$ cat src/design/lsu_pkg.sv
// ============================================================================
// lsu_pkg
// Shared types and constants for the latency statistics unit: input and
// result transactions, the per-run snapshot and the back-end state codes.
// ============================================================================
package lsu_pkg;

    // Run limit and sample width
    localparam int MAX_RUN     = 65535;
    localparam int SAMPLE_BITS = 24;

    // Field and accumulator widths
    localparam int RTT_W  = 24;
    localparam int CNT_W  = 16;
    localparam int S1_W   = 40;
    localparam int S2_W   = 64;
    localparam int SQ_W   = 2 * RTT_W;

    // Largest sample value kept; wider samples clamp to it
    localparam logic [RTT_W-1:0] SAMPLE_MAX = RTT_W'((64'd1 << SAMPLE_BITS) - 64'd1);

    // Snapshot queue between front and back
    localparam int QUEUE_DEPTH = 2;
    localparam int QUEUE_AW    = (QUEUE_DEPTH > 1) ? $clog2(QUEUE_DEPTH) : 1;

    // Input transaction
    typedef struct packed {
        logic [RTT_W-1:0] rtt_ns;
        logic             lost;
        logic             last;
    } in_item_t;

    // Result transaction
    typedef struct packed {
        logic [CNT_W-1:0] sent_count;
        logic [CNT_W-1:0] received_count;
        logic [CNT_W-1:0] lost_count;
        logic [RTT_W-1:0] min_ns;
        logic [RTT_W-1:0] max_ns;
        logic [RTT_W-1:0] mean_ns;
        logic [RTT_W-1:0] stddev_ns;
        logic             overflow;
    } out_item_t;

    // Accumulated state of one finished run
    typedef struct packed {
        logic [CNT_W-1:0] received;
        logic [CNT_W-1:0] lost;
        logic [RTT_W-1:0] min_ns;
        logic [RTT_W-1:0] max_ns;
        logic [S1_W-1:0]  s1;
        logic [S2_W-1:0]  s2;
        logic             overflow;
    } snap_t;

    // Back-end sequencer states
    typedef enum logic [3:0] {
        BK_IDLE,
        BK_DIV1,
        BK_MUL_QQ,
        BK_MUL_LO,
        BK_MUL_HI,
        BK_MUL_QR,
        BK_DIFF,
        BK_DIV2,
        BK_MUL_RR,
        BK_MUL_BN,
        BK_ADJ,
        BK_ROOT,
        BK_DONE
    } back_state_t;

endpackage

$ cat src/design/lsu_front.sv
// ============================================================================
// lsu_front
// Accepts one probe outcome per cycle unless a last probe waits on a full queue;
// squares the sample into a stage register and accumulates counts, min, max, sum
// and sum of squares. On a run's last probe it queues a snapshot and clears.
// ============================================================================
module lsu_front (
    input  logic             clk,
    input  logic             rst_n,
    input  logic             in_valid,
    output logic             in_ready,
    input  lsu_pkg::in_item_t in_data,
    output logic             push,
    output lsu_pkg::snap_t   push_data,
    input  logic             queue_full
);

    // Stage register: clamped sample and its square
    logic                          stage_valid_reg;
    logic [lsu_pkg::RTT_W-1:0]     stage_x_reg;
    logic                          stage_lost_reg;
    logic                          stage_last_reg;
    logic [lsu_pkg::SQ_W-1:0]      sq_reg;

    // Run accumulators
    logic [lsu_pkg::CNT_W-1:0]     recv_reg, recv_next;
    logic [lsu_pkg::CNT_W-1:0]     lost_reg, lost_next;
    logic [lsu_pkg::RTT_W-1:0]     min_reg, min_next;
    logic [lsu_pkg::RTT_W-1:0]     max_reg, max_next;
    logic [lsu_pkg::S1_W-1:0]      s1_reg, s1_next;
    logic [lsu_pkg::S2_W-1:0]      s2_reg, s2_next;
    logic                          ovf_reg, ovf_next;

    logic [lsu_pkg::RTT_W-1:0]     x_clamped;
    logic [lsu_pkg::SQ_W-1:0]      sq_next;
    logic                          in_fire;
    logic                          stage_go;
    logic                          run_full;
    logic [lsu_pkg::CNT_W:0]       run_total;

    // Handshake and stage advance; a last probe waits for queue room
    always_comb
    begin
        stage_go  = stage_valid_reg && !(stage_last_reg && queue_full);
        in_ready  = !stage_valid_reg || stage_go;
        in_fire   = in_valid && in_ready;
        x_clamped = (in_data.rtt_ns > lsu_pkg::SAMPLE_MAX) ? lsu_pkg::SAMPLE_MAX
                                                           : in_data.rtt_ns;
        sq_next   = x_clamped * x_clamped;
    end

    // Stage register
    always_ff @(posedge clk or negedge rst_n)
    begin
        if (!rst_n)
        begin
            stage_valid_reg <= 1'b0;
        end
        else if (in_fire)
        begin
            stage_valid_reg <= 1'b1;
        end
        else if (stage_go)
        begin
            stage_valid_reg <= 1'b0;
        end
    end

    always_ff @(posedge clk)
    begin
        if (in_fire)
        begin
            stage_x_reg    <= x_clamped;
            stage_lost_reg <= in_data.lost;
            stage_last_reg <= in_data.last;
            sq_reg         <= sq_next;
        end
    end

    // Accumulate the staged probe
    always_comb
    begin
        run_total = {1'b0, recv_reg} + {1'b0, lost_reg};
        run_full  = run_total >= (lsu_pkg::CNT_W+1)'(lsu_pkg::MAX_RUN);
        recv_next = recv_reg;
        lost_next = lost_reg;
        min_next  = min_reg;
        max_next  = max_reg;
        s1_next   = s1_reg;
        s2_next   = s2_reg;
        ovf_next  = ovf_reg;
        if (stage_go)
        begin
            if (run_full)
            begin
                ovf_next = 1'b1;
            end
            else if (stage_lost_reg)
            begin
                lost_next = lost_reg + 1'b1;
            end
            else
            begin
                if (recv_reg == '0 || stage_x_reg < min_reg)
                begin
                    min_next = stage_x_reg;
                end
                if (recv_reg == '0 || stage_x_reg > max_reg)
                begin
                    max_next = stage_x_reg;
                end
                recv_next = recv_reg + 1'b1;
                s1_next   = s1_reg + lsu_pkg::S1_W'(stage_x_reg);
                s2_next   = s2_reg + lsu_pkg::S2_W'(sq_reg);
            end
        end
        push                = stage_go && stage_last_reg;
        push_data.received  = recv_next;
        push_data.lost      = lost_next;
        push_data.min_ns    = min_next;
        push_data.max_ns    = max_next;
        push_data.s1        = s1_next;
        push_data.s2        = s2_next;
        push_data.overflow  = ovf_next;
    end

    // Accumulator registers; cleared after the run is handed off
    always_ff @(posedge clk or negedge rst_n)
    begin
        if (!rst_n)
        begin
            recv_reg <= '0;
            lost_reg <= '0;
            min_reg  <= '0;
            max_reg  <= '0;
            s1_reg   <= '0;
            s2_reg   <= '0;
            ovf_reg  <= 1'b0;
        end
        else if (push)
        begin
            recv_reg <= '0;
            lost_reg <= '0;
            min_reg  <= '0;
            max_reg  <= '0;
            s1_reg   <= '0;
            s2_reg   <= '0;
            ovf_reg  <= 1'b0;
        end
        else
        begin
            recv_reg <= recv_next;
            lost_reg <= lost_next;
            min_reg  <= min_next;
            max_reg  <= max_next;
            s1_reg   <= s1_next;
            s2_reg   <= s2_next;
            ovf_reg  <= ovf_next;
        end
    end

    // Checks
    a_push_room: assert property (@(posedge clk) disable iff (!rst_n)
        push |-> !queue_full)
        else $error("snapshot pushed into a full queue");

    a_run_limit: assert property (@(posedge clk) disable iff (!rst_n)
        ({1'b0, recv_reg} + {1'b0, lost_reg}) <= (lsu_pkg::CNT_W+1)'(lsu_pkg::MAX_RUN))
        else $error("run count above limit");

    a_clear_after_push: assert property (@(posedge clk) disable iff (!rst_n)
        push |=> (recv_reg == '0 && lost_reg == '0 && !ovf_reg))
        else $error("accumulators not cleared after run end");

endmodule

$ cat config.mk
export PLATFORM = sky130hd
export DESIGN_NAME = lsu_front
export DESIGN_NICKNAME = d
export VERILOG_FILES = /design/src/design/lsu_pkg.sv /design/src/design/lsu_front.sv
export SDC_FILE = /design/constraint.sdc
export NUM_CORES = 2
export LEC_CHECK = 0
export ABC_AREA = 1
export ABC_CLOCK_PERIOD_IN_PS = 4400
export BUFFER_PORTS_ARGS = -buffer_cell sky130_fd_sc_hd__buf_2
export CAP_MARGIN = 20
export CORE_ASPECT_RATIO = 0.8
export CORE_UTILIZATION = 64
export DETAILED_ROUTE_END_ITERATION = 10
export MAX_ROUTING_LAYER = met4
export PLACE_DENSITY = 0.88
export SYNTH_ARGS = -nofsm -noshare
export SYNTH_HDL_FRONTEND = slang
export SYNTH_SLANG_ARGS = --single-unit
$ cat constraint.sdc
create_clock -name clk -period 4.4 [get_ports clk]
set_input_delay 0.88 -clock clk [delete_from_list [all_inputs] [get_ports clk]]
set_output_delay 0.88 -clock clk [all_outputs]
set_load 0.1 [all_outputs]
==> impl_metrics.tcl, run 1 <==
set metrics [dict create \
    place.gp.congestion 1.02 \
    synthSimpleGateAreaFrac 0.224 \
    grt_overflow 247 \
    grt_util_all_layers 0.819 \
    lastStage "global routing (5_1_grt)" \
    synthMuxAreaShare 0 \
    ys_ff_latch 258 \
    io_buffer_count 216 \
    synthAdderAreaFrac 0.344 \
    syn_area_um2 35900 \
    grt_pass1_wl_um 335000 \
    firstError "[ERROR GRT-0116] Global routing finished with congestion. Check the congestion regions in the DRC Viewer." \
    start_util 0.649 \
    yosys_warnings 0 \
    numClockSinks 258 \
    place_hpwl_um 93500 \
    root_buffer "clkbuf_16" \
    syn_nets 5704 \
    synth_area_per_cell_um2 7.26 \
    ios 217 \
    die_h_um 214 \
    place_inst 6133 \
    num_rows 77 \
    synthCells 4942 \
    synth_top_family_by_area "adder cells" \
    yosysSeqAreaShare 0.190 \
    grt_max_degree 185 \
    synth-xor-area-share 0.0300 \
    cts_buffer_depth 3 \
    status "stopped before the end" \
    synth_compound_area_frac 0.0725 \
    synth_cell_types 47 \
    synth_edf_count 72 \
    htreeDepth 1 \
    fp.dieW_um 267 \
    ys.flop_type "dfrtp_1" \
    async_reset_ff_frac 0.721 \
    cts_buffers 28 \
    grt_pass1_vias 51500 \
    cts_hold_buf 0 \
]
layer usage:
metal,GRT usage,overflow
met5,-,-
met4,0.804,104
met3,0.705,21
met2,0.942,113
met1,0.797,9
per-stage QoR:
| step | setup WS, ns | cell area [um2] | utilization |
|---|---|---|---|
| CTS | -1.85 | 50600 | 0.914 |
| detailed placement | -2.82 | 43700 | 0.791 |
| global placement | -2.59 | 43700 | 0.791 |
| floorplan | -2.10 | 37100 | - |
repair_timing:
action                                   CTS
buffers inserted                         187
pin swaps                                286
resized for setup                       1075
cloned                                    29
endpoints found under the setup margin   225
kinds of logic after synthesis:
kind of cell | after synthesis
compound gates | 481
flops | 258
fa+ha+maj | 732
simple gates | 2026
buf+inv | 1322
xor+xnor | 123
Yosys cell counts, drive strengths merged (2+ instances only):
cell    count  area share
a21o       21      0.0044
nand2    1389        0.15
a21boi      5      0.0010
a22oi       2     0.00042
buf        30      0.0043
nand3     142       0.020
o21ai     157       0.022
clkbuf    126       0.013
fa        425        0.24
dfrtp     186        0.13
nor4       15      0.0026
a31oi      15      0.0028
nand3b      6      0.0013
a21oi     244       0.034
o21a        5      0.0010
and3        4     0.00070
xnor2      62       0.015
o21bai     22      0.0046
or2         8      0.0014
nor2      376       0.040
inv      1163        0.12
o211ai      3     0.00063
ha        307        0.11
edfxtp     72       0.060
and2        8      0.0014
nor3       51      0.0071
clkinv      3     0.00031
nand4      25      0.0044
xor2       61       0.015
==> run 2: changes to the inputs <==
--- a/config.mk
+++ b/config.mk
@@ -9,11 +9,9 @@
 export ABC_CLOCK_PERIOD_IN_PS = 4400
 export BUFFER_PORTS_ARGS = -buffer_cell sky130_fd_sc_hd__buf_2
 export CAP_MARGIN = 20
-export CORE_ASPECT_RATIO = 0.8
-export CORE_UTILIZATION = 64
+export CORE_UTILIZATION = 40
 export DETAILED_ROUTE_END_ITERATION = 10
-export MAX_ROUTING_LAYER = met4
-export PLACE_DENSITY = 0.88
+export PLACE_DENSITY_LB_ADDON = 0.15
 export SYNTH_ARGS = -nofsm -noshare
 export SYNTH_HDL_FRONTEND = slang
 export SYNTH_SLANG_ARGS = --single-unit
==> impl_metrics.tcl, run 2 <==
set metrics [dict create \
    drv_slew 0 \
    endpoint_kind "register" \
    vias 34200 \
    fin_worst_skew_ns 0.0316 \
    crit_type "in -> reg" \
    die_h_um 302 \
    dp_slack_ns -2.75 \
    first_iter_violations 1931 \
    cts_tree "yes" \
    rsz0062_at_grt "yes" \
    yosys.area.top_type_share 0.237 \
    yosys-top-cells-count "nand2_1, inv_1, fa_1" \
    tightest_slew_ns 0.983 \
    drc_errors 20 \
    ff_latch_area_um2 6820 \
    antenna_left 0 \
    fmax_mhz 162 \
    cts_buffers 31 \
    multi_input_area_um2 29000 \
    synth_edf_count 72 \
    root_buffer "clkbuf_16" \
    yosysSeqAreaShare 0.190 \
    place_hpwl_um 88600 \
    synthToLayoutAreaGrowth_pct 50.1 \
    rr_endpoint "s1_reg[39]" \
    start_kind "primary input" \
    grt_pass1_wl_um 188000 \
    fp.dieW_um 302 \
    final_common_cell "nand2_1" \
    yosys_warnings 0 \
    cap_viol_max_count 0 \
    place.gp.congestion 0.960 \
    path_max_fanout 6 \
    cts_buffer_depth 3 \
    synth_cell_types 47 \
    fin_hold_ws_ns 0.352 \
    post_drt_wl_per_cell_um 17.6 \
    routed_wl_um 121000 \
    syn_nets 5704 \
    status "finished, violations left" \
    grt_pass1_vias 35000 \
    hold_viol_final 0 \
    reg2reg_depth 32 \
    core_area_um2 88600 \
    viasPerCell 4.96 \
    ys.flop_type "dfrtp_1" \
    grt_overflow 0 \
    htreeDepth 1 \
    post-synth-top-count-cell "nand2_1" \
    period_share 1.40 \
    hp-class "in -> async" \
    place_inst 6575 \
    clk_pin_slew_worst_paths_ns 0.07 \
    arrival_ns 6.56 \
    failed_checks "DRC, setup timing" \
    synthCells 4942 \
    r2r-start "lost_reg[0]" \
    start_util 0.405 \
    clock_latency_ns 0.63 \
    num_rows 109 \
    drive_above_1_share 0.335 \
    ios 217 \
    fin_nets 6466 \
    drt_pre_antenna_iters 10 \
    synth_area_per_cell_um2 7.26 \
    reg2reg_slack_ns 0.16 \
    synth.area.top_cells "fa_1, nand2_1, dfrtp_1" \
    setup_tns_ns -81.21 \
    n_antenna_cell 0 \
    final_cell_mix "nand2_1, inv_1, buf_4" \
    yosysTopAreaCell "fa_1" \
    fillCellCount 7668 \
    syn_area_um2 35900 \
    die-area_um2 91000 \
    numClockSinks 258 \
    setup_viol 220 \
    grt_max_degree 185 \
    maxSlewHeadroom 0.345 \
    fin_crit_ns 6.17 \
    async_reset_ff_frac 0.721 \
    ys_ff_latch 258 \
    grt_util_all_layers 0.261 \
    largest_reg_flops 64 \
    antenna_found_initial 0 \
    io_buffer_count 216 \
    timing.final.ws_setup_ns -1.77 \
    finalNonFillerCells 6894 \
    cp.required_ns 4.79 \
]
## run 2: how the worst max path moves through the flow
stage | slack [ns] | start | end
2_1_floorplan | -2.10 | in_data[13] | sq_reg[47]
3_3_place_gp | -2.68 | in_data[16] | sq_reg[46]
3_5_place_dp | -2.75 | in_data[16] | sq_reg[46]
4_1_cts | -1.69 | in_data[11] | sq_reg[41]
5_1_grt | -1.95 | in_data[6] | sq_reg[46]
6_report | -1.77 | in_data[5] | sq_reg[39]
## run 2: worst max-delay path: stages
cell     delay (ns)
buf_12         0.09
buf_12         0.14
buf_8          0.12
nand2_4        0.05
fa_1           0.55
inv_2          0.05
fa_1           0.54
inv_2          0.04
fa_1           0.51
fa_2           0.61
inv_2          0.04
fa_1           0.44
fa_1           0.49
inv_1          0.05
fa_1           0.49
inv_2          0.04
ha_4           0.24
a21o_1         0.20
a21o_1         0.20
a21oi_2        0.15
o21ai_2        0.07
a21oi_2        0.17
o21ai_2        0.11
buf_4          0.15
xor2_1         0.13
## run 2: area by class of cell
class	instances	area share
clock inverter	17	0.00418
inverter	1166	0.0833
clock buffer	41	0.0168
tap	1165	0.0271
sequential	258	0.127
timing repair buffer	881	0.201
multi-input combinational	3363	0.539
timing repair inverter	3	0.00167
## run 2: routing by layer
metal,track usage,up-vias,wire length (um)
met2,0.461,835,60200
met5,0,-,0
met1,0.344,16700,51600
met4,0.0671,0,3730
li1,-,16400,-
met3,0.0198,214,5480
## run 2: metrics by stage
| stage | instance area (um2) | utilization |
|---|---|---|
| 3_3_place_gp | 44500 | 0.502 |
| 5_1_grt | 53900 | 0.608 |
| 6_report | 53900 | 0.608 |
| 2_1_floorplan | 37100 | - |
| 4_1_cts | 51300 | 0.579 |
| 3_5_place_dp | 44500 | 0.502 |
## run 2: cells by family after synthesis
family                   after synthesis  synth area share
AND/OR/NAND/NOR                     2026             0.224
buffers and inverters               1322             0.139
adder cells (fa/ha/maj)              732             0.344
AO/OA/AOI/OAI                        481            0.0725
flip-flops                           258             0.190
XOR/XNOR                             123            0.0300
## run 2: timing repair
action                      CTS  global route
pin swaps                   213           241
setup buffers               187            91
resized for setup          1063           569
cloned                       33            10
setup endpoints to repair   225           230
hold buffers                  0             0
Power of run 2 is not shown: default switching activity piles up to over one toggle a cycle in this logic, so the estimate is an artifact.
