===== config.mk =====
export PLATFORM = sky130hd
export DESIGN_NAME = lsu_queue
export DESIGN_NICKNAME = d
export VERILOG_FILES = /design/src/design/lsu_pkg.sv /design/src/design/lsu_queue.sv
export SDC_FILE = /design/constraint.sdc
export NUM_CORES = 1
export LEC_CHECK = 0
export BUFFER_PORTS_ARGS = -buffer_cell sky130_fd_sc_hd__buf_2
export CORE_UTILIZATION = 55
export CTS_BUF_LIST = sky130_fd_sc_hd__clkbuf_4 sky130_fd_sc_hd__clkbuf_8
export CTS_CLUSTER_SIZE = 25
export DETAILED_ROUTE_END_ITERATION = 10
export PLACE_DENSITY = 0.83
export SLEW_MARGIN = 25
export SYNTH_ARGS = -nofsm -noshare
export SYNTH_HDL_FRONTEND = slang
export SYNTH_SLANG_ARGS = --single-unit
export TNS_END_PERCENT = 5

===== constraint.sdc =====
create_clock -name clk -period 15.1 [get_ports clk]
set_clock_uncertainty 0.2 [all_clocks]
set_input_delay 2.265 -clock clk [delete_from_list [all_inputs] [get_ports clk]]
set_output_delay 2.265 -clock clk [all_outputs]
set_load 0.05 [all_outputs]

===== src/design/lsu_pkg.sv =====
// ============================================================================
// lsu_pkg
// Shared types and constants for the latency statistics unit: input and
// result transactions, the per-run snapshot and the back-end state codes.
// ============================================================================
package lsu_pkg;

    // Run limit and sample width
    localparam int MAX_RUN     = 65535;
    localparam int SAMPLE_BITS = 24;

    // Field and accumulator widths
    localparam int RTT_W  = 24;
    localparam int CNT_W  = 16;
    localparam int S1_W   = 40;
    localparam int S2_W   = 64;
    localparam int SQ_W   = 2 * RTT_W;

    // Largest sample value kept; wider samples clamp to it
    localparam logic [RTT_W-1:0] SAMPLE_MAX = RTT_W'((64'd1 << SAMPLE_BITS) - 64'd1);

    // Snapshot queue between front and back
    localparam int QUEUE_DEPTH = 2;
    localparam int QUEUE_AW    = (QUEUE_DEPTH > 1) ? $clog2(QUEUE_DEPTH) : 1;

    // Input transaction
    typedef struct packed {
        logic [RTT_W-1:0] rtt_ns;
        logic             lost;
        logic             last;
    } in_item_t;

    // Result transaction
    typedef struct packed {
        logic [CNT_W-1:0] sent_count;
        logic [CNT_W-1:0] received_count;
        logic [CNT_W-1:0] lost_count;
        logic [RTT_W-1:0] min_ns;
        logic [RTT_W-1:0] max_ns;
        logic [RTT_W-1:0] mean_ns;
        logic [RTT_W-1:0] stddev_ns;
        logic             overflow;
    } out_item_t;

    // Accumulated state of one finished run
    typedef struct packed {
        logic [CNT_W-1:0] received;
        logic [CNT_W-1:0] lost;
        logic [RTT_W-1:0] min_ns;
        logic [RTT_W-1:0] max_ns;
        logic [S1_W-1:0]  s1;
        logic [S2_W-1:0]  s2;
        logic             overflow;
    } snap_t;

    // Back-end sequencer states
    typedef enum logic [3:0] {
        BK_IDLE,
        BK_DIV1,
        BK_MUL_QQ,
        BK_MUL_LO,
        BK_MUL_HI,
        BK_MUL_QR,
        BK_DIFF,
        BK_DIV2,
        BK_MUL_RR,
        BK_MUL_BN,
        BK_ADJ,
        BK_ROOT,
        BK_DONE
    } back_state_t;

endpackage


===== src/design/lsu_queue.sv =====
// ============================================================================
// lsu_queue
// Short snapshot queue between the accumulating front end and the
// statistics back end, so each side can stall on its own.
// ============================================================================
module lsu_queue (
    input  logic           clk,
    input  logic           rst_n,
    input  logic           push,
    input  lsu_pkg::snap_t push_data,
    output logic           full,
    input  logic           pop,
    output logic           empty,
    output lsu_pkg::snap_t head
);

    lsu_pkg::snap_t                 mem [lsu_pkg::QUEUE_DEPTH];
    logic [lsu_pkg::QUEUE_AW-1:0]   wr_ptr_reg;
    logic [lsu_pkg::QUEUE_AW-1:0]   rd_ptr_reg;
    logic [lsu_pkg::QUEUE_AW:0]     count_reg;

    function automatic logic [lsu_pkg::QUEUE_AW-1:0] ptr_inc(
        input logic [lsu_pkg::QUEUE_AW-1:0] ptr);
        ptr_inc = (ptr == lsu_pkg::QUEUE_AW'(lsu_pkg::QUEUE_DEPTH - 1)) ? '0 : ptr + 1'b1;
    endfunction

    // Status and head entry
    always_comb
    begin
        full  = count_reg == (lsu_pkg::QUEUE_AW+1)'(lsu_pkg::QUEUE_DEPTH);
        empty = count_reg == '0;
        head  = mem[rd_ptr_reg];
    end

    // Storage
    always_ff @(posedge clk)
    begin
        if (push)
        begin
            mem[wr_ptr_reg] <= push_data;
        end
    end

    // Pointers and fill count
    always_ff @(posedge clk or negedge rst_n)
    begin
        if (!rst_n)
        begin
            wr_ptr_reg <= '0;
            rd_ptr_reg <= '0;
            count_reg  <= '0;
        end
        else
        begin
            if (push)
            begin
                wr_ptr_reg <= ptr_inc(wr_ptr_reg);
            end
            if (pop)
            begin
                rd_ptr_reg <= ptr_inc(rd_ptr_reg);
            end
            if (push && !pop)
            begin
                count_reg <= count_reg + 1'b1;
            end
            else if (pop && !push)
            begin
                count_reg <= count_reg - 1'b1;
            end
        end
    end

    // Checks
    a_no_underflow: assert property (@(posedge clk) disable iff (!rst_n)
        pop |-> !empty)
        else $error("pop from empty snapshot queue");

endmodule


==> reports/summary.txt, run 1 <==
WORST SETUP PATH
------------------------------------------------------------------------------------------------------
Critical Path, Cell by Cell                                                               buf_6, buf_4, mux2_4, buf_2
FF-to-FF path depth                                                                                  3
Worst path max stage delay                                                                     0.81 ns
Register-to-Register Setup Slack                                                              12.11 ns
Sum of buffers and inverters on the critical path                                                    3
CP top delay family                                                                       buffers and inverters
Crit path from                                                                              rd_ptr_reg
Startpoint Class                                                                                  flop
Crit path DAT                                                                                  3.47 ns
Path type of the worst setup path                                                           reg -> out
End point of the critical path                                                                head[33]
Largest fanout on the critical path                                                                 63
CP Data Required Time                                                                         12.64 ns
Number of stages on the worst setup path                                                             4
Destination of the worst register-to-register timing path                                   mem[0][86]
Crit path max-delay cell type                                                                  dfrtp_4
Endpoint class of the critical path                                                       primary output
Source of the worst register-to-register timing path                                        wr_ptr_reg

CLOCK TREE
------------------------------------------------------------------------------------------------------
Buffer cell driving the clock tree root                                                       clkbuf_8
Hold Buf Count CTS                                                                                   0
CTS buffer count                                                                                    57
TritonCTS clock tree                                                                              done
Setup fix buffers added after clock tree synthesis                                                   0
Resized Gates After CTS                                                                              0
Clock transition at the register clock pins on the worst setup and hold paths after CTS        0.06 ns
Number of clock sinks                                                                              374
Bufs on Longest Clock Path                                                                           3
Depth of the CTS H-tree                                                                              2
Clk_lat worst skew                                                                             0.56 ns

GLOBAL ROUTING
------------------------------------------------------------------------------------------------------
Vias in the first global route                                                                    7398
Maximum number of pins on one net before global-route repair                                        67
Global-route usage over all layers                                                               20.2%
GR Overflow Total                                                                                    0
Global-route wire length before repair                                                        39300 um
Initial antenna violation count                                                                     10

PWR
------------------------------------------------------------------------------------------------------
Peak ir drop on the vdd network                                                               0.138 mV
Areal power density over the cells                                                         224 mW/mm^2
Total chip power                                                                               3.91 mW
Static power due to leakage                                                                    7.03 nW

STA
------------------------------------------------------------------------------------------------------
Max-slew violation count                                                                             0
Minimum clock period                                                                           5.94 ns
Relative max-transition margin                                                                   39.0%
Tcrit/Tclk final                                                                                 39.3%
Final hold violation count                                                                           0
Setup repair after global routing missed its margin                                                 no
Pin slew with the least headroom to its limit                                                 0.915 ns
Fmax                                                                                           168 MHz
Setup ws final                                                                                 9.16 ns
Count of final setup violators                                                                       0
Accumulated negative setup slack                                                                  0 ns

FINAL LAYOUT
------------------------------------------------------------------------------------------------------
Net count reported at finish                                                                      1203
Post-route cell area                                                                       0.0174 mm^2
Area of the multi-input gates                                                             0.00270 mm^2
Final core utilization                                                                           69.3%
Share of final-layout standard cells stronger than drive strength 1                              62.5%
Sequential cell area                                                                       0.0112 mm^2
Flip-flop count of the largest register, all copies and words added                                370
Area growth from synthesis to layout                                                             23.6%
Number of inserted filler cells in the final layout                                               1576

DIE
------------------------------------------------------------------------------------------------------
Die area                                                                                   0.0263 mm^2
Count of standard-cell rows                                                                         58
Total core area                                                                            0.0252 mm^2
Initial cell density of the core                                                                 56.1%
Horiz. Die Dim                                                                                  162 um
Overall die height                                                                              162 um
Boundary pin count                                                                                 376

PLACED DESIGN
------------------------------------------------------------------------------------------------------
Total of buffers placed on input and output ports                                                  375
Detail Placement HPWL                                                                         18700 um
Area after DPL                                                                             0.0163 mm^2
Worst setup timing slack at the placement stage                                                9.48 ns
Placer's final routability congestion estimate                                                   0.808

YOSYS
------------------------------------------------------------------------------------------------------
Synthesized Nets                                                                                   782
Average instance area after synthesis                                                        23.8 um^2
Register bit count reported by yosys                                                               374
Sequential share of the synthesized area                                                         79.4%
Post-Synthesis Cell Area                                                                   0.0141 mm^2
Gate count of the mapped netlist                                                                   592
Ys Warns                                                                                             0
Distinct cell type count after synthesis                                                            13

FLOW RUN
------------------------------------------------------------------------------------------------------
Max capacitance violation total                                                                      0

ROUTE
------------------------------------------------------------------------------------------------------
Number of antenna-violating nets in the routed design                                                0
1st-pass router iterations                                                                           6
Remaining DRCs                                                                                       0
Vias after detailed routing                                                                       7035
Overall routed net length                                                                     27400 um
Count of routing violations after the opening detailed-route iteration                             509
Vias/cell                                                                                         5.04
Drt wl/cell                                                                                    19.6 um

HOLD PATH
------------------------------------------------------------------------------------------------------
Worst min path class                                                                        reg -> reg

RUN STATUS
------------------------------------------------------------------------------------------------------
Status                                                                                    finished, final reports clean

## placed cells by master, fill, tap and decap left out
cell | netlist | routed
clkinvlp_4 | 0 | 2
buf_6 | 17 | 1
clkbuf_8 | 0 | 61
inv_1 | 1 | 1
mux2_4 | 140 | 140
clkinv_2 | 0 | 5
ha_1 | 1 | 1
dfrtp_4 | 0 | 1
diode_2 | 0 | 6
nor2b_1 | 2 | 1
bufinv_16 | 0 | 2
xnor2_1 | 1 | 1
mux2_2 | 45 | 45
clkbuf_4 | 0 | 22
buf_4 | 0 | 7
edfxtp_1 | 370 | 370
buf_2 | 4 | 375
and2_4 | 0 | 1
clkinv_1 | 0 | 15
nor2b_4 | 0 | 1
dfrtp_1 | 4 | 3
xor2_1 | 4 | 4
nor2_1 | 2 | 2
## cells in the mapped netlist (all sizes together)
cell type	n	area share (%)
dfrtp	4	0.71
buf	21	1.5
edfxtp	370	79
ha	1	0.089
xor2	4	0.25
nor2	2	0.053
nor2b	2	0.089
inv	1	0.027
mux2	185	18
and2	1	0.044
xnor2	1	0.062
## cell families (layout without fill, tap and decap cells)
family                     Yosys count  count (layout)  share of synthesized area, %
buffers and inverters               22             491                          1.52
muxes                              185             185                          18.5
other                                0               6                             0
and+or+nand+nor                      5               5                         0.186
xor gates and xnor gates             5               5                         0.310
adders and majority gates            1               1                        0.0886
DFF                                374             374                          79.4
## where the power goes
| part | internal (mW) | leakage, nW | switching, mW | total [mW] |
|---|---|---|---|---|
| Combinational | 0.498 | 2.90 | 1.13 | 1.63 |
| Clock | 0.461 | 0.611 | 0.362 | 0.822 |
| Sequential | 1.38 | 3.52 | 0.0769 | 1.46 |
| Total | 2.34 | 7.03 | 1.57 | 3.91 |
## worst min-delay path by stage
stage	from	end	slack, ns	cells after the start
floorplan	wr_ptr_reg	wr_ptr_reg	0.26	1
global placement	count_reg[1]	count_reg[1]	0.29	1
detailed placement	count_reg[1]	count_reg[1]	0.28	1
CTS	count_reg[1]	count_reg[1]	0.30	1
global route	count_reg[1]	count_reg[1]	0.32	1
finish	count_reg[1]	count_reg[1]	0.30	1
## per-layer routing
metal	vias to the layer above	GRT usage (%)	part of all wire (%)
met3	77	6.56	8.3
met2	309	36.0	52
met4	8	8.88	3.5
met1	3415	22.0	36
met5	-	0	0.20
li1	3226	-	-
## layout make-up
type,count,share of cell area [%]
inverter,1,0.0215
clock inverter,24,0.896
antenna,6,0.0860
timing repair buffer,383,11.1
clock buffer,83,5.76
tap,330,2.37
multi-input combinational,196,15.5
sequential,374,64.3
## stage by stage
step	hold slack [ns]	std cells
floorplan	0.255	592
global placement	0.289	1284
detailed placement	0.284	1284
CTS	0.303	1391
global route	0.322	1395
finish	0.297	1397
Note: power is estimated with default switching activity, not from simulation.
==> inputs of run 2 (changes only) <==
Settings changed: CORE_UTILIZATION 55 to 49, PLACE_DENSITY 0.83 to 0.78.
Clock period 15.1 ns to 4.8 ns, I/O delays scaled along.
==> reports/summary.txt, run 2 (same netlist as run 1, synthesis figures left out) <==
RUN STATUS
------------------------------------------------------------------------------------------------------
Status                                                                                    finished, final reports clean

CLOCK TREE
------------------------------------------------------------------------------------------------------
Clock transition at the register clock pins on the worst setup and hold paths after CTS        0.06 ns   about the same
Bufs on Longest Clock Path                                                                           3   unchanged
Number of clock sinks                                                                              374   unchanged
TritonCTS clock tree                                                                              done
Setup fix buffers added after clock tree synthesis                                                   0   unchanged
Depth of the CTS H-tree                                                                              2   unchanged
Buffer cell driving the clock tree root                                                       clkbuf_8
Clk_lat worst skew                                                                             0.56 ns   about the same
CTS buffer count                                                                                    58   +1.8%
Resized Gates After CTS                                                                              0   unchanged

WORST SETUP PATH
------------------------------------------------------------------------------------------------------
Register-to-Register Setup Slack                                                               2.69 ns   -9.42 ns
Destination of the worst register-to-register timing path                                   mem[0][18]
FF-to-FF path depth                                                                                  3   unchanged
Largest fanout on the critical path                                                                 61   -3.2%
Source of the worst register-to-register timing path                                        wr_ptr_reg
Startpoint Class                                                                                  flop
CP Data Required Time                                                                          3.88 ns   -8.76 ns
Crit path DAT                                                                                  2.72 ns   -0.75 ns
Path type of the worst setup path                                                           reg -> out
Endpoint class of the critical path                                                       primary output

FINAL LAYOUT
------------------------------------------------------------------------------------------------------
Most used cells in the layout excluding fill and tap cells                                buf_2, edfxtp_1, mux2_4
Most frequent standard cell in the layout excluding fill and tap cells                           buf_2
Net count reported at finish                                                                      1206   +0.25%
Area growth from synthesis to layout                                                             24.0%
Flip-flop count of the largest register, all copies and words added                                370   unchanged
Share of final-layout standard cells stronger than drive strength 1                              62.3%   -0.24 points
Number of inserted filler cells in the final layout                                               2007   +27%
Count of placed standard cells in the final layout, fillers left out                              1442   +3.2%

ROUTE
------------------------------------------------------------------------------------------------------
Overall routed net length                                                                     26100 um   -4.6%
1st-pass router iterations                                                                           6   unchanged
Remaining DRCs                                                                                       0   unchanged
Vias/cell                                                                                         4.83   -4.1%
Vias after detailed routing                                                                       6965   -1.0%
Count of routing violations after the opening detailed-route iteration                             297   -42%
Drt wl/cell                                                                                    18.1 um   -7.6%
Number of antenna-violating nets in the routed design                                                0   unchanged

DIE
------------------------------------------------------------------------------------------------------
Overall die height                                                                              172 um   +5.9%
Die area                                                                                   0.0295 mm^2   +12%
Count of standard-cell rows                                                                         61   +5.2%
Total core area                                                                            0.0281 mm^2   +12%
Boundary pin count                                                                                 376   unchanged
Horiz. Die Dim                                                                                  172 um   +5.9%
Initial cell density of the core                                                                 50.3%   -5.8 points

PWR
------------------------------------------------------------------------------------------------------
Areal power density over the cells                                                         694 mW/mm^2   +210%
Peak ir drop on the vdd network                                                               0.714 mV   +420%
Static power due to leakage                                                                    7.01 nW   -0.21%

STA
------------------------------------------------------------------------------------------------------
Worst hold margin                                                                             0.138 ns   -0.159 ns
Fmax                                                                                           275 MHz
Pin slew with the least headroom to its limit                                                  1.00 ns   +0.0881 ns
Final hold violation count                                                                           0   unchanged
Max-slew violation count                                                                             0   unchanged
Minimum clock period                                                                           3.64 ns
Setup repair after global routing missed its margin                                                 no
Tcrit/Tclk final                                                                                 75.7%
Count of final setup violators                                                                       0   unchanged
Relative max-transition margin                                                                   33.1%   -5.9 points

HOLD PATH
------------------------------------------------------------------------------------------------------
WHS Endpoint                                                                                mem[0][38]
Worst min path class                                                                         in -> reg
Hold Path Depth                                                                                      1   unchanged
Startpoint of the most critical hold path                                                 push_data[38]

FLOW RUN
------------------------------------------------------------------------------------------------------
Max capacitance violation total                                                                      0   unchanged

GLOBAL ROUTING
------------------------------------------------------------------------------------------------------
Maximum number of pins on one net before global-route repair                                       186   +180%
Global-route usage over all layers                                                               16.9%   -3.3 points
Vias in the first global route                                                                    7111   -3.9%
Initial antenna violation count                                                                      8   -2
Global-route wire length before repair                                                        37500 um   -4.6%
GR Overflow Total                                                                                    0   unchanged

PLACED DESIGN
------------------------------------------------------------------------------------------------------
Total of buffers placed on input and output ports                                                  375   unchanged
Inst Count DP                                                                                     1332   +3.7%
Detail Placement HPWL                                                                         16900 um   -9.4%
Placer's final routability congestion estimate                                                   0.738   -8.7%

## run 2: critical path: stages (launching register included)
cell	delay (ns)
dfrtp_4	1.08
buf_4	0.44
mux2_2	0.38
buf_2	0.21
## run 2: timing repair
action | in CTS | in global routing
setup endpoints to repair | 0 | 0
hold buffers | 1 | 0
endpoints found under the hold margin | 4 | 0
## run 2: worst max path at each step
stage,startpoint,end,slack [ns]
final,rd_ptr_reg,head[159],1.16
after global routing,rd_ptr_reg,head[159],1.03
after CTS,rd_ptr_reg,head[159],1.09
after detailed placement,rd_ptr_reg,head[159],1.72
after global placement,rd_ptr_reg,head[159],1.75
after floorplan,push,mem[1][0],-0.87
## run 2: metal layers
layer / up-vias / track usage, % / part of all wire [%]
met5: - / 0 / 0.042
li1: 3226 / - / -
met1: 3396 / 18.6 / 36
met4: 2 / 7.27 / 2.4
met3: 54 / 6.05 / 9.0
met2: 287 / 29.3 / 52
## run 2: stage by stage
| stage | utilization [%] | power [mW] | setup WS (ns) | instance area (um^2) | TNS [ns] |
|---|---|---|---|---|---|
| finish | 62.3 | 12.2 | 1.16 | 17500 | 0 |
| global route | 62.3 | 12.6 | 1.03 | 17500 | 0 |
| CTS | 62.2 | 12.3 | 1.09 | 17500 | 0 |
| detailed placement | 58.4 | 9.87 | 1.72 | 16400 | 0 |
| global placement | 58.4 | 9.82 | 1.75 | 16400 | 0 |
| floorplan | - | 8.97 | -0.866 | 14100 | -160.13 |
## run 2: layout make-up
type | instances | area [um^2] | share of cell area, %
clock buffers | 76 | 940 | 5.37
repair buffers | 385 | 2050 | 11.7
clock inverters | 25 | 111 | 0.636
inverters | 1 | 3.75 | 0.0214
flip-flops and latches | 374 | 11200 | 64.0
diodes | 7 | 17.5 | 0.100
well taps | 378 | 473 | 2.70
multi-input cells | 196 | 2700 | 15.4
## run 2: power by group
group / switching (mW) / internal, mW
Clock: 1.13 / 1.27
Sequential: 0.272 / 4.33
Combinational: 3.53 / 1.62
