<file path="config.mk">
export PLATFORM = sky130hd
export DESIGN_NAME = lsu_back
export DESIGN_NICKNAME = d
export VERILOG_FILES = /design/src/design/lsu_pkg.sv /design/src/design/lsu_back.sv
export SDC_FILE = /design/constraint.sdc
export NUM_CORES = 2
export LEC_CHECK = 0
export BUFFER_PORTS_ARGS = -buffer_cell sky130_fd_sc_hd__buf_2
export CORE_MARGIN = 3
export CORE_UTILIZATION = 65
export CTS_BUF_LIST = sky130_fd_sc_hd__clkbuf_8
export CTS_CLUSTER_SIZE = 16
export DETAILED_ROUTE_END_ITERATION = 16
export PLACE_DENSITY = 0.84
export SLEW_MARGIN = 30
export SYNTH_ARGS = -nofsm -noshare
export SYNTH_HDL_FRONTEND = slang
export SYNTH_SLANG_ARGS = --single-unit
</file>
<file path="constraint.sdc">
create_clock -name clk -period 20.1 [get_ports clk]
set_input_delay 2.01 -clock clk [delete_from_list [all_inputs] [get_ports clk]]
set_output_delay 2.01 -clock clk [all_outputs]
set_load 0.1 [all_outputs]
</file>
<file path="src/design/lsu_pkg.sv">
// ============================================================================
// lsu_pkg
// Shared types and constants for the latency statistics unit: input and
// result transactions, the per-run snapshot and the back-end state codes.
// ============================================================================
package lsu_pkg;

    // Run limit and sample width
    localparam int MAX_RUN     = 65535;
    localparam int SAMPLE_BITS = 24;

    // Field and accumulator widths
    localparam int RTT_W  = 24;
    localparam int CNT_W  = 16;
    localparam int S1_W   = 40;
    localparam int S2_W   = 64;
    localparam int SQ_W   = 2 * RTT_W;

    // Largest sample value kept; wider samples clamp to it
    localparam logic [RTT_W-1:0] SAMPLE_MAX = RTT_W'((64'd1 << SAMPLE_BITS) - 64'd1);

    // Snapshot queue between front and back
    localparam int QUEUE_DEPTH = 2;
    localparam int QUEUE_AW    = (QUEUE_DEPTH > 1) ? $clog2(QUEUE_DEPTH) : 1;

    // Input transaction
    typedef struct packed {
        logic [RTT_W-1:0] rtt_ns;
        logic             lost;
        logic             last;
    } in_item_t;

    // Result transaction
    typedef struct packed {
        logic [CNT_W-1:0] sent_count;
        logic [CNT_W-1:0] received_count;
        logic [CNT_W-1:0] lost_count;
        logic [RTT_W-1:0] min_ns;
        logic [RTT_W-1:0] max_ns;
        logic [RTT_W-1:0] mean_ns;
        logic [RTT_W-1:0] stddev_ns;
        logic             overflow;
    } out_item_t;

    // Accumulated state of one finished run
    typedef struct packed {
        logic [CNT_W-1:0] received;
        logic [CNT_W-1:0] lost;
        logic [RTT_W-1:0] min_ns;
        logic [RTT_W-1:0] max_ns;
        logic [S1_W-1:0]  s1;
        logic [S2_W-1:0]  s2;
        logic             overflow;
    } snap_t;

    // Back-end sequencer states
    typedef enum logic [3:0] {
        BK_IDLE,
        BK_DIV1,
        BK_MUL_QQ,
        BK_MUL_LO,
        BK_MUL_HI,
        BK_MUL_QR,
        BK_DIFF,
        BK_DIV2,
        BK_MUL_RR,
        BK_MUL_BN,
        BK_ADJ,
        BK_ROOT,
        BK_DONE
    } back_state_t;

endpackage

</file>
<file path="src/design/lsu_back.sv">
// ============================================================================
// lsu_back
// Turns a run snapshot into the result: mean by restoring division,
// population variance from the residual sum, root by a bit-pair search.
// One shared 24x24 multiplier, one result register on the output.
// ============================================================================
module lsu_back (
    input  logic              clk,
    input  logic              rst_n,
    input  logic              queue_empty,
    input  lsu_pkg::snap_t    head,
    output logic              pop,
    output logic              out_valid,
    input  logic              out_ready,
    output lsu_pkg::out_item_t out_data
);

    localparam int DIV_W  = lsu_pkg::S2_W;
    localparam int STEP_W = $clog2(DIV_W + 1);

    lsu_pkg::back_state_t state_reg, state_next;

    // Snapshot of the run being worked on
    logic [lsu_pkg::CNT_W-1:0]  n_reg;
    logic [lsu_pkg::CNT_W-1:0]  lost_cnt_reg;
    logic [lsu_pkg::RTT_W-1:0]  min_reg;
    logic [lsu_pkg::RTT_W-1:0]  max_reg;
    logic [lsu_pkg::S2_W-1:0]   s2_reg;
    logic                       ovf_reg;
    logic                       none_reg;

    // Divider
    logic [DIV_W-1:0]           num_reg;
    logic [lsu_pkg::CNT_W-1:0]  rem_reg;
    logic [STEP_W-1:0]          step_reg;
    logic [lsu_pkg::CNT_W:0]    rem_shift;
    logic                       div_ge;
    logic [lsu_pkg::CNT_W-1:0]  rem_next;

    // Multiplier and intermediate terms
    logic [lsu_pkg::RTT_W-1:0]  mul_a, mul_b;
    logic [lsu_pkg::SQ_W-1:0]   mul_reg;
    logic [lsu_pkg::RTT_W-1:0]  q_reg;
    logic [lsu_pkg::CNT_W-1:0]  r_reg;
    logic [lsu_pkg::RTT_W-1:0]  q2hi_reg;
    logic [lsu_pkg::S2_W-1:0]   acc_reg;
    logic [DIV_W-1:0]           a_reg;
    logic [lsu_pkg::CNT_W-1:0]  b_reg;
    logic [2*lsu_pkg::CNT_W-1:0] rr_reg;
    logic [DIV_W-1:0]           var_val;

    // Square root
    logic [DIV_W-1:0]           v_reg;
    logic [DIV_W-1:0]           res_reg;
    logic [DIV_W-1:0]           bit_reg;
    logic [DIV_W-1:0]           trial;

    // Output register
    logic                       out_valid_reg;
    lsu_pkg::out_item_t         out_reg;
    logic                       load_out;

    // State register
    always_ff @(posedge clk or negedge rst_n)
    begin
        if (!rst_n)
        begin
            state_reg <= lsu_pkg::BK_IDLE;
        end
        else
        begin
            state_reg <= state_next;
        end
    end

    // Next state and control
    always_comb
    begin
        state_next = state_reg;
        pop        = 1'b0;
        load_out   = 1'b0;
        case (state_reg)
            lsu_pkg::BK_IDLE:
            begin
                if (!queue_empty)
                begin
                    pop        = 1'b1;
                    state_next = (head.received == '0) ? lsu_pkg::BK_DONE
                                                       : lsu_pkg::BK_DIV1;
                end
            end
            lsu_pkg::BK_DIV1:
            begin
                if (step_reg == '0)
                begin
                    state_next = lsu_pkg::BK_MUL_QQ;
                end
            end
            lsu_pkg::BK_MUL_QQ: state_next = lsu_pkg::BK_MUL_LO;
            lsu_pkg::BK_MUL_LO: state_next = lsu_pkg::BK_MUL_HI;
            lsu_pkg::BK_MUL_HI: state_next = lsu_pkg::BK_MUL_QR;
            lsu_pkg::BK_MUL_QR: state_next = lsu_pkg::BK_DIFF;
            lsu_pkg::BK_DIFF:   state_next = lsu_pkg::BK_DIV2;
            lsu_pkg::BK_DIV2:
            begin
                if (step_reg == '0)
                begin
                    state_next = lsu_pkg::BK_MUL_RR;
                end
            end
            lsu_pkg::BK_MUL_RR: state_next = lsu_pkg::BK_MUL_BN;
            lsu_pkg::BK_MUL_BN: state_next = lsu_pkg::BK_ADJ;
            lsu_pkg::BK_ADJ:    state_next = lsu_pkg::BK_ROOT;
            lsu_pkg::BK_ROOT:
            begin
                if (bit_reg == '0)
                begin
                    state_next = lsu_pkg::BK_DONE;
                end
            end
            lsu_pkg::BK_DONE:
            begin
                if (!out_valid_reg || out_ready)
                begin
                    load_out   = 1'b1;
                    state_next = lsu_pkg::BK_IDLE;
                end
            end
            default:
            begin
                state_next = lsu_pkg::BK_IDLE;
            end
        endcase
    end

    // Multiplier operand select
    always_comb
    begin
        mul_a = '0;
        mul_b = '0;
        case (state_reg)
            lsu_pkg::BK_MUL_QQ:
            begin
                mul_a = q_reg;
                mul_b = q_reg;
            end
            lsu_pkg::BK_MUL_LO:
            begin
                mul_a = mul_reg[lsu_pkg::RTT_W-1:0];
                mul_b = lsu_pkg::RTT_W'(n_reg);
            end
            lsu_pkg::BK_MUL_HI:
            begin
                mul_a = q2hi_reg;
                mul_b = lsu_pkg::RTT_W'(n_reg);
            end
            lsu_pkg::BK_MUL_QR:
            begin
                mul_a = q_reg;
                mul_b = lsu_pkg::RTT_W'(r_reg);
            end
            lsu_pkg::BK_MUL_RR:
            begin
                mul_a = lsu_pkg::RTT_W'(r_reg);
                mul_b = lsu_pkg::RTT_W'(r_reg);
            end
            lsu_pkg::BK_MUL_BN:
            begin
                mul_a = lsu_pkg::RTT_W'(b_reg);
                mul_b = lsu_pkg::RTT_W'(n_reg);
            end
            default:
            begin
                mul_a = '0;
                mul_b = '0;
            end
        endcase
    end

    always_ff @(posedge clk)
    begin
        mul_reg <= mul_a * mul_b;
    end

    // One restoring-division step, one root trial, variance correction
    always_comb
    begin
        rem_shift = {rem_reg, num_reg[DIV_W-1]};
        div_ge    = rem_shift >= {1'b0, n_reg};
        rem_next  = div_ge ? lsu_pkg::CNT_W'(rem_shift - {1'b0, n_reg})
                           : lsu_pkg::CNT_W'(rem_shift);
        trial     = res_reg + bit_reg;
        // floor(d/n) overshoots by one when the remainder term is short
        if (mul_reg[2*lsu_pkg::CNT_W-1:0] < rr_reg)
        begin
            var_val = (a_reg != '0) ? a_reg - 1'b1 : '0;
        end
        else
        begin
            var_val = a_reg;
        end
    end

    // Datapath registers
    always_ff @(posedge clk)
    begin
        case (state_reg)
            lsu_pkg::BK_IDLE:
            begin
                if (pop)
                begin
                    n_reg        <= head.received;
                    lost_cnt_reg <= head.lost;
                    min_reg      <= head.min_ns;
                    max_reg      <= head.max_ns;
                    s2_reg       <= head.s2;
                    ovf_reg      <= head.overflow;
                    none_reg     <= head.received == '0;
                    // sum left-aligned so only its own bits are stepped
                    num_reg      <= {head.s1, {(DIV_W - lsu_pkg::S1_W){1'b0}}};
                    rem_reg      <= '0;
                    step_reg     <= STEP_W'(lsu_pkg::S1_W);
                end
            end
            lsu_pkg::BK_DIV1:
            begin
                if (step_reg != '0)
                begin
                    num_reg  <= {num_reg[DIV_W-2:0], div_ge};
                    rem_reg  <= rem_next;
                    step_reg <= step_reg - 1'b1;
                end
                else
                begin
                    q_reg <= num_reg[lsu_pkg::RTT_W-1:0];
                    r_reg <= rem_reg;
                end
            end
            lsu_pkg::BK_MUL_LO:
            begin
                q2hi_reg <= mul_reg[lsu_pkg::SQ_W-1:lsu_pkg::RTT_W];
            end
            lsu_pkg::BK_MUL_HI:
            begin
                acc_reg <= lsu_pkg::S2_W'(mul_reg);
            end
            lsu_pkg::BK_MUL_QR:
            begin
                acc_reg <= acc_reg + (lsu_pkg::S2_W'(mul_reg) << lsu_pkg::RTT_W);
            end
            lsu_pkg::BK_DIFF:
            begin
                // residual sum of squares about the mean
                num_reg  <= s2_reg - acc_reg - (lsu_pkg::S2_W'(mul_reg) << 1);
                rem_reg  <= '0;
                step_reg <= STEP_W'(DIV_W);
            end
            lsu_pkg::BK_DIV2:
            begin
                if (step_reg != '0)
                begin
                    num_reg  <= {num_reg[DIV_W-2:0], div_ge};
                    rem_reg  <= rem_next;
                    step_reg <= step_reg - 1'b1;
                end
                else
                begin
                    a_reg <= num_reg;
                    b_reg <= rem_reg;
                end
            end
            lsu_pkg::BK_MUL_BN:
            begin
                rr_reg <= mul_reg[2*lsu_pkg::CNT_W-1:0];
            end
            lsu_pkg::BK_ADJ:
            begin
                v_reg   <= var_val;
                res_reg <= '0;
                bit_reg <= DIV_W'(1) << (DIV_W - 2);
            end
            lsu_pkg::BK_ROOT:
            begin
                if (bit_reg != '0)
                begin
                    if (v_reg >= trial)
                    begin
                        v_reg   <= v_reg - trial;
                        res_reg <= (res_reg >> 1) + bit_reg;
                    end
                    else
                    begin
                        res_reg <= res_reg >> 1;
                    end
                    bit_reg <= bit_reg >> 2;
                end
            end
            default:
            begin
            end
        endcase
    end

    // Result register
    always_ff @(posedge clk or negedge rst_n)
    begin
        if (!rst_n)
        begin
            out_valid_reg <= 1'b0;
        end
        else if (load_out)
        begin
            out_valid_reg <= 1'b1;
        end
        else if (out_ready)
        begin
            out_valid_reg <= 1'b0;
        end
    end

    always_ff @(posedge clk)
    begin
        if (load_out)
        begin
            out_reg.sent_count     <= n_reg + lost_cnt_reg;
            out_reg.received_count <= n_reg;
            out_reg.lost_count     <= lost_cnt_reg;
            out_reg.min_ns         <= none_reg ? '0 : min_reg;
            out_reg.max_ns         <= none_reg ? '0 : max_reg;
            out_reg.mean_ns        <= none_reg ? '0 : q_reg;
            out_reg.stddev_ns      <= none_reg ? '0 : res_reg[lsu_pkg::RTT_W-1:0];
            out_reg.overflow       <= ovf_reg;
        end
    end

    assign out_valid = out_valid_reg;
    assign out_data  = out_reg;

    // Checks
    a_remainders_small: assert property (@(posedge clk) disable iff (!rst_n)
        (state_reg == lsu_pkg::BK_MUL_RR) |-> (b_reg < n_reg && r_reg < n_reg))
        else $error("division remainder not below received count");

    a_result_from_done: assert property (@(posedge clk) disable iff (!rst_n)
        $rose(out_valid_reg) |-> $past(state_reg == lsu_pkg::BK_DONE))
        else $error("result raised outside the final state");

endmodule

</file>
==> impl_results.md <==
- Portion of synthesized cell area occupied by the leading cell type: 0.352
- Slew Limit Fails: 0
- TritonCTS clock tree: yes
- Full die area: ~110,000 µm²
- Area of all sequential standard cells: roughly 24,000 µm²
- Drt pass-1 iters: 8
- Number of cell rows: approximately 120
- Number of buffers created by CTS: ~140
- Maximum single-stage delay on the critical path: 0.76 ns
- Leading post-synthesis cells by cell area: edfxtp_1, fa_1, ha_1
- Antenna violations before repair: 16
- Synthesized instance count: 6,646
- Number of nets in the layout: 8,119
- Async S/R FF share, synth: 0.00602
- Post-synthesis cell type count: a little over 80
- Data required time of the critical path: 20.77 ns
- Hold WC Path Type: reg -> reg
- Fmax achieved: 0.0932 GHz
- Critical Path Most Common Cell: fa_1
- Synth Register Bits: just over 800
- Maximum number of pins on one net before global-route repair: 142
- Setup repair after global routing missed its margin: no
- DRC: 0
- Commonest cells post-synth: inv_1, edfxtp_1, nand2_1, fa_1, nor2_1
- Time the worst path needs with I/O delays and setup: roughly 11 ns
- Antenna-violating nets left: 0
- Via count of the routed design: about 53,000
- Flip-flop count of the largest register, all copies and words added: approximately 150
- Via count of the first global-routing pass: ~52,000
- Crit path launch type: register
- Starting utilization of the core area: 0.659
- Crit end category: register
- IO Count: 336
- Floorplan Core Area: between 100,000 and 150,000 µm²
- Setup-failing EPs final: 0
- Final count of hold timing violations: 0
- Actual slew at the worst max-slew pin: ~1.1 ns
- CP max stage cell: nand2_1
- Clock transition at the registers of the reported paths: around 0.060 ns
- Worst-path maximum fanout: 49
- WP buf/inv: 6
- HPWL after detailed placement: around 160,000 µm
- FILL cells: 7,534
- P&R area growth vs syn: 8.37%
- Share of final-layout standard cells stronger than drive strength 1: 0.0916
- Hold buffer count at CTS: 0
- Period Utilization, post-route: 0.534
- Worst Path Class, Setup: reg -> reg
- Max H-tree Level: 4
- Mapped Nets: between 7,000 and 8,000
- Cell type with the largest total area after synthesis: edfxtp_1
- Signal arrival time at the worst endpoint: between 10 and 15 ns
- Routed WL: about 200,000 µm
- GP Congestion: 1.02
- Mean routed wirelength per cell: 24.0 µm
- Y dimension of the die: between 300 and 400 µm
- Area used by multi-input combinational logic: roughly 38,000 µm²
- Global-route total usage across every layer: 0.378
- Wire length of the first global-routing pass: around 310,000 µm
- Buffer type at the clock tree root: clkbuf_8
- Cell with the most instances after synthesis: inv_1
- Max_cap viols: 0
- Most common flop cell mapped by yosys: edfxtp_1
- Post-Route Setup TNS: 0 ns
- Synthesized area per cell: about 10 µm²
- Post-synthesis cell area: 66,400 µm²
- Via density per instance: roughly 6.3
- Count of flip-flops with a built-in enable after synthesis: 778
- Status: finished, final reports clean
- Initial drt markers: 6,718
- Remaining global-route overflow: 0
- Maximum count of clock buffers along a single path: 3
- DIE WIDTH: between 300 and 400 µm
- Sink count of the clock tree: 831
- Gate family responsible for the most delay along the worst path: adder cells
- Headroom to the max-slew limit: 0.274
- Clk Latency, worst-skew pair: between 0.8 and 0.9 ns
- Post-cts repair resize count: 0
- Yosys warning count: 0
- Number of input and output port buffers inserted: about 340
- Total setup buffers inserted after CTS: 0
- Sequential share of the synthesized area: 0.368
- Clock skew after layout: approximately 0.066 ns
-- final timing paths --
check                             start            to  slack, ns  cells past startpoint
setup reg to reg           state_reg[2]   mul_reg[46]       9.37                     31
max in group asynchronous         rst_n  state_reg[2]      18.95                      1
setup / recovery           state_reg[2]   mul_reg[46]       9.37                     31
min in group asynchronous         rst_n     out_valid       0.98                      1
hold reg to reg                 ovf_reg   out_data[0]       0.44                      0
hold / removal                  ovf_reg   out_data[0]       0.44                      0
-- cell type report --
type / count / area share
antenna: 16 / 0.000556
clock buffer: 146 / 0.0279
clock inverter: 96 / 0.00770
inverter: 860 / 0.0449
multi-input combinational: 4688 / 0.526
sequential: 831 / 0.340
tap: 1357 / 0.0236
timing repair buffer: 390 / 0.0297
-- cell usage in the layout, fill, tap and decap left out, types with 14 or more instances in the layout --
cell,synthesis,layout
inv_1,857,893
edfxtp_1,778,778
nand2_1,731,730
fa_1,534,534
nor2_1,531,525
ha_1,488,488
buf_2,4,336
a21oi_1,307,307
o21ai_0,305,303
xnor2_1,220,220
xor2_1,169,169
a21o_1,151,151
clkbuf_8,0,148
nor2b_1,141,141
nand4_1,92,92
nor3_1,88,85
a31oi_1,81,81
and2_1,80,79
a22oi_1,77,77
nand3_1,72,72
o22ai_1,58,57
nand2b_1,48,48
dfxtp_1,48,48
buf_4,4,47
o21bai_1,45,45
or3_1,43,43
a211oi_1,39,38
and3_1,34,34
nor4_1,32,30
o21a_1,29,29
clkinv_1,3,28
and4_1,26,26
o31ai_1,22,22
o211ai_1,21,21
mux2i_1,19,19
clkinv_2,0,18
a31o_2,17,17
diode_2,0,16
a21boi_0,14,14
-- stage by stage --
step / setup WS, ns / util / cell area, µm² / instances / hold WS (ns)
global placement: 9.95 / 0.688 / 69300 / 8117 / 0.402
CTS: 9.63 / 0.713 / 71900 / 8362 / 0.426
finish: 9.37 / 0.715 / 72000 / 8384 / 0.439
detailed placement: 9.71 / 0.688 / 69300 / 8120 / 0.415
floorplan: 6.57 / - / 66400 / 6646 / 0.400
global route: 8.87 / 0.714 / 72000 / 8379 / 0.442
-- metal layers --
layer / track usage / up-vias / wire length, µm
li1: - / 23300 / -
met1: 0.532 / 25600 / 78200
met2: 0.562 / 3290 / 87700
met3: 0.0980 / 563 / 26000
met4: 0.158 / 2 / 9310
met5: 0 / - / 13
-- kinds of logic (layout without fill, tap and decap cells) --
logic type	Yosys count	in the layout	synth area share
buffers and inverters	1127	1492	0.0641
AO/OA/AOI/OAI	1282	1282	0.122
other	0	16	0
flip-flops	831	831	0.368
adder cells (fa/ha/maj)	1022	1022	0.253
AND/OR/NAND/NOR	1976	1976	0.139
XOR/XNOR	389	389	0.0513
multiplexers	19	19	0.00286
Power is not shown: default switching activity piles up to over one toggle a cycle in this logic, so the estimate is an artifact.
